[src/rtl/wal_pkg.sv]
// Shared types, timing constants and rate tables of the airtime link metric.
`default_nettype none

package wal_pkg;

  typedef struct packed {
    logic [11:0] frame_octets;
    logic [4:0]  retry_count;
    logic        tx_failed;
    logic [2:0]  rate_index;
  } wal_item_t;

  localparam logic [15:0] RTS_THRESHOLD_RESET = 16'd2347;

  localparam int LEN_CRC           = 4;
  localparam int HDR_TOTAL         = 60;
  localparam int SERVICE_TAIL_BITS = 22;
  localparam int PREAMBLE_US       = 20;
  localparam int T_SIFS            = 16;
  localparam int T_DIFS            = 34;
  localparam int T_ACK_TIMEOUT     = 50;
  localparam int RTS_CTS_US        = 128;

  localparam int SUM_WIDTH   = 48;
  localparam int AIR_WIDTH   = 24;
  localparam int Q_WIDTH     = 24;
  localparam int TOTAL_WIDTH = 32;
  localparam int FRAC_SHIFT  = 17;
  localparam int PRE_SHIFT   = Q_WIDTH - FRAC_SHIFT;

  function automatic logic [7:0] bits_per_symbol(input logic [2:0] rate);
    logic [7:0] nd;
    unique case (rate)
      3'd0:    nd = 8'd24;
      3'd1:    nd = 8'd36;
      3'd2:    nd = 8'd48;
      3'd3:    nd = 8'd72;
      3'd4:    nd = 8'd96;
      3'd5:    nd = 8'd144;
      3'd6:    nd = 8'd192;
      default: nd = 8'd216;
    endcase
    return nd;
  endfunction

  // ACK of 14 octets sent at 6, 12 or 24 Mb/s depending on the data rate.
  function automatic logic [5:0] ack_time_us(input logic [2:0] rate);
    logic [5:0] t;
    unique case (rate)
      3'd0, 3'd1: t = 6'd44;
      3'd2, 3'd3: t = 6'd32;
      default:    t = 6'd28;
    endcase
    return t;
  endfunction

  // Contention window times 9 half microseconds for backoff stages 0 to 9.
  function automatic logic [13:0] backoff_half_us(input logic [3:0] stage);
    logic [13:0] t;
    unique case (stage)
      4'd0:    t = 14'd135;
      4'd1:    t = 14'd279;
      4'd2:    t = 14'd567;
      4'd3:    t = 14'd1143;
      4'd4:    t = 14'd2295;
      4'd5:    t = 14'd4599;
      default: t = 14'd9207;
    endcase
    return t;
  endfunction

endpackage

`default_nettype wire

[src/rtl/wal_serial_mult.sv]
// Shift-add multiplier that retires one multiplier bit per cycle.
`default_nettype none

module wal_serial_mult
  import wal_pkg::*;
#(
  parameter int A_WIDTH = 32,
  parameter int B_WIDTH = 48
) (
  input  logic                       clk_i,
  input  logic                       rst_ni,
  input  logic                       start_i,
  input  logic [A_WIDTH-1:0]         a_i,
  input  logic [B_WIDTH-1:0]         b_i,
  output logic                       done_o,
  output logic [A_WIDTH+B_WIDTH-1:0] product_o
);

  localparam int P_WIDTH = A_WIDTH + B_WIDTH;
  localparam int CNT_W   = $clog2(A_WIDTH);

  logic               busy_q, busy_d;
  logic               done_q, done_d;
  logic [CNT_W-1:0]   cnt_q, cnt_d;
  logic [B_WIDTH-1:0] b_q, b_d;
  logic [P_WIDTH-1:0] prod_q, prod_d;
  logic [B_WIDTH:0]   sum;

  always_comb begin
    sum = {1'b0, prod_q[P_WIDTH-1:A_WIDTH]} + (prod_q[0] ? {1'b0, b_q} : '0);
    busy_d = busy_q;
    done_d = 1'b0;
    cnt_d  = cnt_q;
    b_d    = b_q;
    prod_d = prod_q;
    if (start_i) begin
      busy_d = 1'b1;
      cnt_d  = '0;
      b_d    = b_i;
      prod_d = {{B_WIDTH{1'b0}}, a_i};
    end else if (busy_q) begin
      prod_d = {sum, prod_q[A_WIDTH-1:1]};
      cnt_d  = cnt_q + 1'b1;
      if (cnt_q == CNT_W'(A_WIDTH - 1)) begin
        busy_d = 1'b0;
        done_d = 1'b1;
      end
    end
  end

  always_ff @(posedge clk_i or negedge rst_ni) begin
    if (!rst_ni) begin
      busy_q <= 1'b0;
      done_q <= 1'b0;
      cnt_q  <= '0;
    end else begin
      busy_q <= busy_d;
      done_q <= done_d;
      cnt_q  <= cnt_d;
    end
  end

  always_ff @(posedge clk_i) begin
    b_q    <= b_d;
    prod_q <= prod_d;
  end

  assign done_o    = done_q;
  assign product_o = prod_q;

endmodule

`default_nettype wire

[src/rtl/wal_airtime.sv]
// Per-packet airtime: serial symbol count division, then one attempt per cycle.
`default_nettype none

module wal_airtime
  import wal_pkg::*;
#(
  parameter int MAX_RETRIES = 31
) (
  input  logic                 clk_i,
  input  logic                 rst_ni,
  input  logic                 start_i,
  input  wal_item_t            item_i,
  input  logic [15:0]          rts_threshold_i,
  output logic                 done_o,
  output logic [AIR_WIDTH-1:0] air_o
);

  localparam int AW = $clog2(MAX_RETRIES + 1);
  localparam int RW = (AW > 5) ? AW : 5;

  typedef enum logic [3:0] {
    A_IDLE = 4'b0001,
    A_DIV  = 4'b0010,
    A_COST = 4'b0100,
    A_LOOP = 4'b1000
  } air_state_e;

  air_state_e           state_q, state_d;
  logic                 done_q, done_d;
  logic [3:0]           cnt_q, cnt_d;
  logic [7:0]           rem_q, rem_d;
  logic [15:0]          dvd_q, dvd_d;
  logic [15:0]          fail_hus_q, fail_hus_d;
  logic [15:0]          succ_hus_q, succ_hus_d;
  logic [AW-1:0]        att_q, att_d;
  logic [AW-1:0]        last_q, last_d;
  logic [3:0]           stage_q, stage_d;
  logic [AIR_WIDTH-1:0] air_q, air_d;

  logic [7:0]  nd;
  logic [8:0]  trial;
  logic        ge;
  logic [12:0] frame;
  logic        rts_on;
  logic [14:0] base_us;
  logic [14:0] fail_us;
  logic [14:0] succ_us;
  logic [RW-1:0] retry_ext;
  logic        last_ok;
  logic [15:0] attempt_hus;

  always_comb begin
    nd          = bits_per_symbol(item_i.rate_index);
    trial       = {rem_q, dvd_q[15]};
    ge          = trial >= {1'b0, nd};
    frame       = {1'b0, item_i.frame_octets} + 13'(LEN_CRC);
    rts_on      = rts_threshold_i <= {3'b000, frame};
    base_us     = 15'(PREAMBLE_US) + {dvd_q[12:0], 2'b00}
                  + (rts_on ? 15'(RTS_CTS_US) : 15'd0);
    fail_us     = base_us + 15'(T_SIFS + T_ACK_TIMEOUT + T_DIFS);
    succ_us     = base_us + 15'(T_SIFS + T_DIFS) + 15'(ack_time_us(item_i.rate_index));
    retry_ext   = RW'(item_i.retry_count);
    last_ok     = (att_q == last_q) && !item_i.tx_failed;
    attempt_hus = last_ok ? succ_hus_q : fail_hus_q;

    state_d    = state_q;
    done_d     = 1'b0;
    cnt_d      = cnt_q;
    rem_d      = rem_q;
    dvd_d      = dvd_q;
    fail_hus_d = fail_hus_q;
    succ_hus_d = succ_hus_q;
    att_d      = att_q;
    last_d     = last_q;
    stage_d    = stage_q;
    air_d      = air_q;

    unique case (state_q)
      A_IDLE: begin
        if (start_i) begin
          dvd_d   = 16'({item_i.frame_octets, 3'b000})
                    + 16'(SERVICE_TAIL_BITS + 8 * LEN_CRC - 1) + 16'(nd);
          rem_d   = '0;
          cnt_d   = '0;
          air_d   = '0;
          att_d   = '0;
          stage_d = '0;
          last_d  = (retry_ext > RW'(MAX_RETRIES)) ? AW'(MAX_RETRIES) : AW'(retry_ext);
          state_d = A_DIV;
        end
      end
      A_DIV: begin
        rem_d = ge ? 8'(trial - {1'b0, nd}) : trial[7:0];
        dvd_d = {dvd_q[14:0], ge};
        cnt_d = cnt_q + 1'b1;
        if (cnt_q == 4'd15) begin
          state_d = A_COST;
        end
      end
      A_COST: begin
        fail_hus_d = {fail_us, 1'b0};
        succ_hus_d = {succ_us, 1'b0};
        state_d    = A_LOOP;
      end
      A_LOOP: begin
        air_d   = air_q + AIR_WIDTH'(backoff_half_us(stage_q)) + AIR_WIDTH'(attempt_hus);
        att_d   = att_q + 1'b1;
        stage_d = (stage_q == 4'd9) ? 4'd0 : stage_q + 4'd1;
        if (att_q == last_q) begin
          done_d  = 1'b1;
          state_d = A_IDLE;
        end
      end
      default: state_d = A_IDLE;
    endcase
  end

  always_ff @(posedge clk_i or negedge rst_ni) begin
    if (!rst_ni) begin
      state_q <= A_IDLE;
      done_q  <= 1'b0;
      cnt_q   <= '0;
      att_q   <= '0;
      last_q  <= '0;
      stage_q <= '0;
    end else begin
      state_q <= state_d;
      done_q  <= done_d;
      cnt_q   <= cnt_d;
      att_q   <= att_d;
      last_q  <= last_d;
      stage_q <= stage_d;
    end
  end

  always_ff @(posedge clk_i) begin
    rem_q      <= rem_d;
    dvd_q      <= dvd_d;
    fail_hus_q <= fail_hus_d;
    succ_hus_q <= succ_hus_d;
    air_q      <= air_d;
  end

  assign done_o = done_q;
  assign air_o  = air_q;

  a_attempt_in_range: assert property (@(posedge clk_i) disable iff (!rst_ni)
    (state_q == A_LOOP) |-> (att_q <= last_q))
    else $error("Attempt counter passed the last attempt.");

endmodule

`default_nettype wire

[src/rtl/wal_divider.sv]
// Restoring divider for the saturated Q7.17 throughput quotient, one bit per cycle.
`default_nettype none

module wal_divider
  import wal_pkg::*;
#(
  parameter int NUM_WIDTH = 80,
  parameter int DEN_WIDTH = 81
) (
  input  logic                 clk_i,
  input  logic                 rst_ni,
  input  logic                 start_i,
  input  logic [NUM_WIDTH-1:0] num_i,
  input  logic [DEN_WIDTH-1:0] den_i,
  output logic                 done_o,
  output logic [Q_WIDTH-1:0]   quot_o
);

  localparam int RW    = DEN_WIDTH + 1;
  localparam int CNT_W = $clog2(Q_WIDTH);

  typedef enum logic [2:0] {
    D_IDLE   = 3'b001,
    D_CHECK  = 3'b010,
    D_DIVIDE = 3'b100
  } div_state_e;

  div_state_e           state_q, state_d;
  logic                 done_q, done_d;
  logic [CNT_W-1:0]     cnt_q, cnt_d;
  logic [DEN_WIDTH-1:0] den_q, den_d;
  logic [RW-1:0]        r_q, r_d;
  logic [Q_WIDTH-1:0]   lo_q, lo_d;
  logic [Q_WIDTH-1:0]   quot_q, quot_d;

  logic [RW-1:0] den_ext;
  logic [RW-1:0] trial;
  logic          ge;

  always_comb begin
    den_ext = {1'b0, den_q};
    trial   = {r_q[RW-2:0], lo_q[Q_WIDTH-1]};
    ge      = trial >= den_ext;

    state_d = state_q;
    done_d  = 1'b0;
    cnt_d   = cnt_q;
    den_d   = den_q;
    r_d     = r_q;
    lo_d    = lo_q;
    quot_d  = quot_q;

    unique case (state_q)
      D_IDLE: begin
        if (start_i) begin
          den_d   = den_i;
          r_d     = RW'(num_i >> PRE_SHIFT);
          lo_d    = {num_i[PRE_SHIFT-1:0], {FRAC_SHIFT{1'b0}}};
          state_d = D_CHECK;
        end
      end
      D_CHECK: begin
        cnt_d = '0;
        if (den_q == '0) begin
          quot_d  = '0;
          done_d  = 1'b1;
          state_d = D_IDLE;
        end else if (r_q >= den_ext) begin
          quot_d  = '1;
          done_d  = 1'b1;
          state_d = D_IDLE;
        end else begin
          state_d = D_DIVIDE;
        end
      end
      D_DIVIDE: begin
        r_d    = ge ? trial - den_ext : trial;
        quot_d = {quot_q[Q_WIDTH-2:0], ge};
        lo_d   = {lo_q[Q_WIDTH-2:0], 1'b0};
        cnt_d  = cnt_q + 1'b1;
        if (cnt_q == CNT_W'(Q_WIDTH - 1)) begin
          done_d  = 1'b1;
          state_d = D_IDLE;
        end
      end
      default: state_d = D_IDLE;
    endcase
  end

  always_ff @(posedge clk_i or negedge rst_ni) begin
    if (!rst_ni) begin
      state_q <= D_IDLE;
      done_q  <= 1'b0;
      cnt_q   <= '0;
    end else begin
      state_q <= state_d;
      done_q  <= done_d;
      cnt_q   <= cnt_d;
    end
  end

  always_ff @(posedge clk_i) begin
    den_q  <= den_d;
    r_q    <= r_d;
    lo_q   <= lo_d;
    quot_q <= quot_d;
  end

  assign done_o = done_q;
  assign quot_o = quot_q;

  a_remainder_below_divisor: assert property (@(posedge clk_i) disable iff (!rst_ni)
    (state_q == D_DIVIDE) |-> (r_q < {1'b0, den_q}))
    else $error("Partial remainder reached the divisor.");

endmodule

`default_nettype wire

[src/rtl/wifi_airtime_link_metric.sv]
// Top level of the airtime link metric: stream ports, running totals and sequencing.
//
// One input beat reports one transmitted 802.11a packet: frame length, retry
// count and rate in s_axis_tdata, the final failure flag in s_axis_tuser. The
// block charges the packet's airtime, updates its saturating totals and
// returns one output beat with the link throughput, the packet's airtime and
// the success count. The rts_threshold register is written on the cfg channel,
// which is always ready; the user must write it only while no packet is in
// flight, as the block itself does not enforce this. From input beat to output
// beat a packet passes the serial symbol count division, the airtime loop with
// one attempt per cycle, the two bit-serial multipliers and the bit-serial
// quotient. One packet is in work at a time; s_axis_tready is high only between
// packets. A finished result sits in the output register, so the next packet is
// taken while it waits; if the receiver still stalls when that packet is done,
// the block holds it until the output register frees. Reset clears all totals,
// sets rts_threshold to 2347 and empties the output register.
`default_nettype none

module wifi_airtime_link_metric
  import wal_pkg::*;
#(
  parameter int MAX_RETRIES = 31,
  parameter int COUNT_WIDTH = 32
) (
  input  logic        clk_i,
  input  logic        rst_ni,
  input  logic        cfg_valid_i,
  output logic        cfg_ready_o,
  input  logic [15:0] cfg_data_i,
  input  logic        s_axis_tvalid,
  output logic        s_axis_tready,
  // frame_octets [11:0], retry_count [16:12], rate_index [19:17], zero [23:20]
  input  logic [23:0] s_axis_tdata,
  // tx_failed [0]
  input  logic        s_axis_tuser,
  output logic        m_axis_tvalid,
  input  logic        m_axis_tready,
  // throughput_q17 [23:0], packet_airtime [47:24], success_total [79:48]
  output logic [79:0] m_axis_tdata
);

  localparam int SUM_EXT = SUM_WIDTH + 1;
  localparam int OUT_W   = Q_WIDTH + AIR_WIDTH + TOTAL_WIDTH;

  typedef enum logic [4:0] {
    S_IDLE = 5'b00001,
    S_AIR  = 5'b00010,
    S_MUL  = 5'b00100,
    S_DIV  = 5'b01000,
    S_OUT  = 5'b10000
  } top_state_e;

  top_state_e             state_q, state_d;
  logic [15:0]            rts_threshold_q;
  logic [COUNT_WIDTH-1:0] success_count_q, success_count_d;
  logic [COUNT_WIDTH-1:0] packet_total_q, packet_total_d;
  logic [SUM_WIDTH-1:0]   payload_sum_q, payload_sum_d;
  logic [SUM_WIDTH-1:0]   success_air_q, success_air_d;
  logic [SUM_WIDTH-1:0]   failure_air_q, failure_air_d;
  logic                   air_start_q, air_start_d;
  logic                   mul_start_q, mul_start_d;
  logic                   div_start_q, div_start_d;
  logic                   out_valid_q, out_valid_d;
  logic [OUT_W-1:0]       out_data_q;
  wal_item_t              item_q;

  logic                   in_accept;
  logic                   out_free;
  logic                   out_load;
  logic                   air_done;
  logic [AIR_WIDTH-1:0]   air;
  logic                   num_done;
  logic                   den_done;
  logic [COUNT_WIDTH+SUM_WIDTH-1:0] num;
  logic [COUNT_WIDTH+SUM_WIDTH:0]   den;
  logic [SUM_WIDTH:0]     air_sum;
  logic                   div_done;
  logic [Q_WIDTH-1:0]     quot;
  logic [11:0]            payload_add;
  logic [SUM_EXT-1:0]     ps_sum;
  logic [SUM_EXT-1:0]     sa_sum;
  logic [SUM_EXT-1:0]     fa_sum;

  assign cfg_ready_o   = 1'b1;
  assign s_axis_tready = (state_q == S_IDLE);
  assign in_accept     = s_axis_tvalid && s_axis_tready;
  assign out_free      = !out_valid_q || m_axis_tready;
  assign out_load      = (state_q == S_OUT) && out_free;
  assign air_sum       = {1'b0, success_air_q} + {1'b0, failure_air_q};

  wal_airtime #(
    .MAX_RETRIES(MAX_RETRIES)
  ) u_airtime (
    .clk_i          (clk_i),
    .rst_ni         (rst_ni),
    .start_i        (air_start_q),
    .item_i         (item_q),
    .rts_threshold_i(rts_threshold_q),
    .done_o         (air_done),
    .air_o          (air)
  );

  wal_serial_mult #(
    .A_WIDTH(COUNT_WIDTH),
    .B_WIDTH(SUM_WIDTH)
  ) u_num_mult (
    .clk_i    (clk_i),
    .rst_ni   (rst_ni),
    .start_i  (mul_start_q),
    .a_i      (success_count_q),
    .b_i      (payload_sum_q),
    .done_o   (num_done),
    .product_o(num)
  );

  wal_serial_mult #(
    .A_WIDTH(COUNT_WIDTH),
    .B_WIDTH(SUM_EXT)
  ) u_den_mult (
    .clk_i    (clk_i),
    .rst_ni   (rst_ni),
    .start_i  (mul_start_q),
    .a_i      (packet_total_q),
    .b_i      (air_sum),
    .done_o   (den_done),
    .product_o(den)
  );

  wal_divider #(
    .NUM_WIDTH(COUNT_WIDTH + SUM_WIDTH),
    .DEN_WIDTH(COUNT_WIDTH + SUM_EXT)
  ) u_divider (
    .clk_i  (clk_i),
    .rst_ni (rst_ni),
    .start_i(div_start_q),
    .num_i  (num),
    .den_i  (den),
    .done_o (div_done),
    .quot_o (quot)
  );

  always_comb begin
    payload_add = (item_q.frame_octets > 12'(HDR_TOTAL))
                  ? item_q.frame_octets - 12'(HDR_TOTAL) : 12'd0;
    ps_sum = {1'b0, payload_sum_q} + SUM_EXT'(payload_add);
    sa_sum = {1'b0, success_air_q} + SUM_EXT'(air);
    fa_sum = {1'b0, failure_air_q} + SUM_EXT'(air);

    state_d         = state_q;
    success_count_d = success_count_q;
    packet_total_d  = packet_total_q;
    payload_sum_d   = payload_sum_q;
    success_air_d   = success_air_q;
    failure_air_d   = failure_air_q;
    air_start_d     = 1'b0;
    mul_start_d     = 1'b0;
    div_start_d     = 1'b0;

    unique case (state_q)
      S_IDLE: begin
        if (in_accept) begin
          air_start_d = 1'b1;
          state_d     = S_AIR;
        end
      end
      S_AIR: begin
        if (air_done) begin
          payload_sum_d  = ps_sum[SUM_WIDTH] ? '1 : ps_sum[SUM_WIDTH-1:0];
          packet_total_d = (&packet_total_q) ? packet_total_q
                                             : packet_total_q + COUNT_WIDTH'(1);
          if (item_q.tx_failed) begin
            failure_air_d = fa_sum[SUM_WIDTH] ? '1 : fa_sum[SUM_WIDTH-1:0];
          end else begin
            success_air_d   = sa_sum[SUM_WIDTH] ? '1 : sa_sum[SUM_WIDTH-1:0];
            success_count_d = (&success_count_q) ? success_count_q
                                                 : success_count_q + COUNT_WIDTH'(1);
          end
          mul_start_d = 1'b1;
          state_d     = S_MUL;
        end
      end
      S_MUL: begin
        if (num_done && den_done) begin
          div_start_d = 1'b1;
          state_d     = S_DIV;
        end
      end
      S_DIV: begin
        if (div_done) begin
          state_d = S_OUT;
        end
      end
      S_OUT: begin
        if (out_free) begin
          state_d = S_IDLE;
        end
      end
      default: state_d = S_IDLE;
    endcase

    out_valid_d = (out_valid_q && !m_axis_tready) || out_load;
  end

  always_ff @(posedge clk_i or negedge rst_ni) begin
    if (!rst_ni) begin
      state_q         <= S_IDLE;
      rts_threshold_q <= RTS_THRESHOLD_RESET;
      success_count_q <= '0;
      packet_total_q  <= '0;
      payload_sum_q   <= '0;
      success_air_q   <= '0;
      failure_air_q   <= '0;
      air_start_q     <= 1'b0;
      mul_start_q     <= 1'b0;
      div_start_q     <= 1'b0;
      out_valid_q     <= 1'b0;
    end else begin
      state_q         <= state_d;
      if (cfg_valid_i && cfg_ready_o) begin
        rts_threshold_q <= cfg_data_i;
      end
      success_count_q <= success_count_d;
      packet_total_q  <= packet_total_d;
      payload_sum_q   <= payload_sum_d;
      success_air_q   <= success_air_d;
      failure_air_q   <= failure_air_d;
      air_start_q     <= air_start_d;
      mul_start_q     <= mul_start_d;
      div_start_q     <= div_start_d;
      out_valid_q     <= out_valid_d;
    end
  end

  always_ff @(posedge clk_i) begin
    if (in_accept) begin
      item_q.frame_octets <= s_axis_tdata[11:0];
      item_q.retry_count  <= s_axis_tdata[16:12];
      item_q.rate_index   <= s_axis_tdata[19:17];
      item_q.tx_failed    <= s_axis_tuser;
    end
    if (out_load) begin
      out_data_q <= {TOTAL_WIDTH'(success_count_q), air, quot};
    end
  end

  assign m_axis_tvalid = out_valid_q;
  assign m_axis_tdata  = out_data_q;

  a_successes_within_packets: assert property (@(posedge clk_i) disable iff (!rst_ni)
    success_count_q <= packet_total_q)
    else $error("Success count exceeds packet count.");

  a_accept_starts_airtime: assert property (@(posedge clk_i) disable iff (!rst_ni)
    in_accept |=> (state_q == S_AIR) && air_start_q)
    else $error("Accepted beat did not start the airtime unit.");

  a_output_only_when_free: assert property (@(posedge clk_i) disable iff (!rst_ni)
    (state_q == S_OUT) && !out_free |=> (state_q == S_OUT))
    else $error("Result left while the output register was occupied.");

endmodule

`default_nettype wire
[config.mk]
export PLATFORM = sky130hd
export DESIGN_NAME = wifi_airtime_link_metric
export DESIGN_NICKNAME = d
export VERILOG_FILES = /design/src/rtl/wal_pkg.sv /design/src/rtl/wal_serial_mult.sv /design/src/rtl/wal_airtime.sv /design/src/rtl/wal_divider.sv /design/src/rtl/wifi_airtime_link_metric.sv
export SDC_FILE = /design/constraint.sdc
export NUM_CORES = 2
export LEC_CHECK = 0
export BUFFER_PORTS_ARGS = -buffer_cell sky130_fd_sc_hd__buf_2
export CAP_MARGIN = 5
export CELL_PAD_IN_SITES_DETAIL_PLACEMENT = 1
export CELL_PAD_IN_SITES_GLOBAL_PLACEMENT = 1
export CORE_UTILIZATION = 49
export CTS_CLUSTER_SIZE = 16
export DETAILED_ROUTE_END_ITERATION = 10
export PLACE_DENSITY_LB_ADDON = 0.3
export SLEW_MARGIN = 20
export SYNTH_ARGS = -nofsm -noshare
export SYNTH_HDL_FRONTEND = slang
export SYNTH_SLANG_ARGS = --single-unit
[constraint.sdc]
create_clock -name clk_i -period 16.95 [get_ports clk_i]
set_input_delay 0.8475 -clock clk_i [delete_from_list [all_inputs] [get_ports clk_i]]
set_output_delay 0.8475 -clock clk_i [all_outputs]
set_load 0.05 [all_outputs]
==> impl_metrics.toml <==
[finish]
fin_util = 0.542
syn2layout_area_growth_pct = 9.72
final_cell_mix = "edfxtp_1, nor2_1, nand2_1"
layout_commonest_cell = "edfxtp_1"
layout.nets = 6083
final_cells = 7166
antenna_cells = 0
drive_gt1_frac = 0.0870

[sta]
clock.fmax_ghz = 0.181
period_share = 0.325
slew_headroom = 0.330
fin_worst_skew_ns = 0.0356
layout_min_cycle_time_ns = 5.51
final-hold-violation-count = 0
worst_slew_pin_slew_ns = 1.00
rsz0062_at_grt = "no"
fin_tns_setup_ns = 0
hold-worst-slack_ns = 0.208
slew_violations = 0
setup_viol_count_final = 0

[worst_setup_path]
slowest_stage = "a211oi_1"
crit_path_max_fanout = 43
critical_path.startpoint_type = "flip-flop"
cp_num_cells = 13
cp_common_cell = "a211oi_1"
cpLargestDelayFamily = "compound AO/OA/AOI/OAI gates"
r2r-end = "u_divider.r_q[19]"
crit_arrival_ns = 6.09
path_class = "flip-flop to flip-flop"
crit_chain = "ha_1 -> nand4_1 -> nor3_1 -> nand4_1 -> a31oi_1 -> a211oi_1 -> a211oi_1 -> o21ai_1 -> a22oi_2 -> buf_4 -> nand2_1 -> a211oi_1 -> a221o_1"
crit_buf_inv = 1
timing.rr.start = "u_divider.r_q[26]"
end_kind = "flip-flop"
required_ns = 17.52
ff2ff_path_depth = 13
cpPeakStageDelay_ns = 0.69
r2r_slack_ns = 11.44

[placed_design]
finalWeightedCongestion = 0.921
placedCellCount = 6974
numPortBuffers = 123
dp_hpwl_mm = 113

[floorplan]
coreArea_um2 = 112000
rows = 123
io_pins = 129
die_w_um = 339
die-area_um2 = 115000
initial_core_util = 0.494
die_y_um = 339

[worst_hold_path]
hp-class = "input pin to async pin"

[synth]
ys_seq_area_frac = 0.447
synthFlopType = "edfxtp_1"
netlist_area_um2 = 55600
async_flop_share = 0.308
ys_ff_latch = 906
synth_area_per_cell_um2 = 10.1
synth_edf_count = 530
yosysUniqueCellTypes = 100
synth_fp_nets = 6015
synthCells = 5510
yosys_warnings = 0

[pwr]
power.internal_w = 0.00394
max-vdd-ir-drop_mv = 0.0980
cellPowerDensity_nw_per_um2 = 87.5
clkPwrFrac = 0.415
power.leakage_nw = 25.0
p_switching_w = 0.00140
swShare = 0.262
power.share.combinational = 0.117
p_seq_frac = 0.468

[route]
detail-route-antenna-nets = 0
dr.pass1.iters = 5
wl_mm = 153
via_per_inst = 5.92
initialDrtViolationCount = 2445
drc = 0
vias = 42400
wire_per_inst_um = 21.3

[cts]
cts_sinks = 906
cts_root_buffer = "clkbuf_16"
clk_pin_slew_ns = 0.06
postCtsHoldBufs = 0
cts_made_buffers = 102
cts_setup_buffers = 0
htreeDepth = 3
cts.path.max_buffers = 3
cts_tree = "done"
cts_resized = 0
insertion_delay_ns = 0.71

[grt]
grt_pass1_vias = 44000
antenna_found_initial = 1
grt_pass1_wl_mm = 244
grtUsageTotal = 0.263
overflow = 0
grt_max_degree = 131

[job]
max-cap-violations = 0

[run_status]
status = "complete, no violations"
## worst register-to-register path, delay by kind of cell (launching register included)
kind | cells | cell delay [ns]
compound gates | 7 | 2.42
simple gates | 4 | 1.47
buf+inv | 1 | 0.55
fa+ha+maj | 1 | 0.50
flops | 1 | 0.44
## layout make-up
cell class,count,area (um^2)
Timing Repair Buffer,160,916
Tap cell,1500,1880
Clock inverter,48,419
Inverter,233,875
Fill cell,12400,51500
Multi-Input combinational cell,4175,29100
Sequential cell,906,24900
Clock buffer,144,2920
## cell families after synthesis
| logic type | Yosys count | share of synthesized area |
|---|---|---|
| multiplexers | 233 | 0.0445 |
| XOR/XNOR | 423 | 0.0667 |
| other | 1 | 0.0000675 |
| buffers and inverters | 429 | 0.0303 |
| adder cells (fa/ha/maj) | 459 | 0.106 |
| flip-flops | 906 | 0.447 |
| AO/OA/AOI/OAI | 1356 | 0.156 |
| AND/OR/NAND/NOR | 1703 | 0.149 |
## flip-flops by register name, indices dropped and copies added, names as in the netlist, 48 cells and up
name and flops:
m_axis_tdata 80, failure_air_q 48, u_divider.den_q 81, u_den_mult.b_q 49
u_num_mult.b_q 48, u_den_mult.product_o 81, payload_sum_q 48, u_divider.r_q 82
success_air_q 48, u_num_mult.product_o 80
## cells in the mapped netlist, types with 72 or more instances
library cell	instances	share of area
nor3_1	81	0.0073
clkbuf_1	157	0.011
a31oi_1	80	0.0090
nor2_1	454	0.031
a21o_1	220	0.030
mux2i_1	123	0.022
edfxtp_1	530	0.29
dfrtp_1	270	0.12
o21ai_0	242	0.022
inv_1	232	0.016
mux2_2	110	0.022
nand3_1	149	0.013
ha_1	438	0.099
nand2_1	449	0.030
and2_1	128	0.014
xnor2_1	265	0.042
and3_1	72	0.0081
a21oi_1	384	0.035
nand4_1	87	0.0098
xor2_1	158	0.025
dfxtp_1	97	0.035
## power groups by stage
stage / combinational (W) / sequential, W / clock, W
floorplan: 0.000476 / 0.00250 / 0
global placement: 0.000581 / 0.00254 / 0
detailed placement: 0.000613 / 0.00254 / 0
CTS: 0.000629 / 0.00250 / 0.00226
global route: 0.000696 / 0.00251 / 0.00232
finish: 0.000623 / 0.00250 / 0.00221
## layer usage
metal | vias to the layer above | wire, um | GRT usage
met2 | 811 | 73800 | 0.448
met4 | 0 | 4910 | 0.0845
met3 | 213 | 5270 | 0.0271
met5 | - | 0 | 0
li1 | 20300 | - | -
met1 | 21100 | 68500 | 0.351
## per-stage QoR
step	area [um^2]	worst slack [ns]	total power, W
2_1_floorplan	55600	5.18	0.00297
3_3_place_gp	57600	11.59	0.00312
3_5_place_dp	57600	11.43	0.00315
4_1_cts	61000	11.41	0.00538
5_1_grt	61000	11.10	0.00553
6_report	61000	11.44	0.00534
## worst max-delay path by stage
| stage | startpoint | endpoint | slack, ns |
|---|---|---|---|
| after floorplan | u_divider.state_q[0] | u_divider.lo_q[17] | 5.18 |
| after CTS | u_divider.r_q[26] | u_divider.r_q[19] | 11.41 |
| after detailed placement | u_divider.r_q[26] | u_divider.r_q[19] | 11.43 |
| after global routing | u_divider.r_q[26] | u_divider.r_q[19] | 11.10 |
| after global placement | u_divider.r_q[26] | u_divider.r_q[19] | 11.59 |
| final | u_divider.r_q[26] | u_divider.r_q[19] | 11.44 |
No activity file was read; power rests on OpenSTA's default activity.
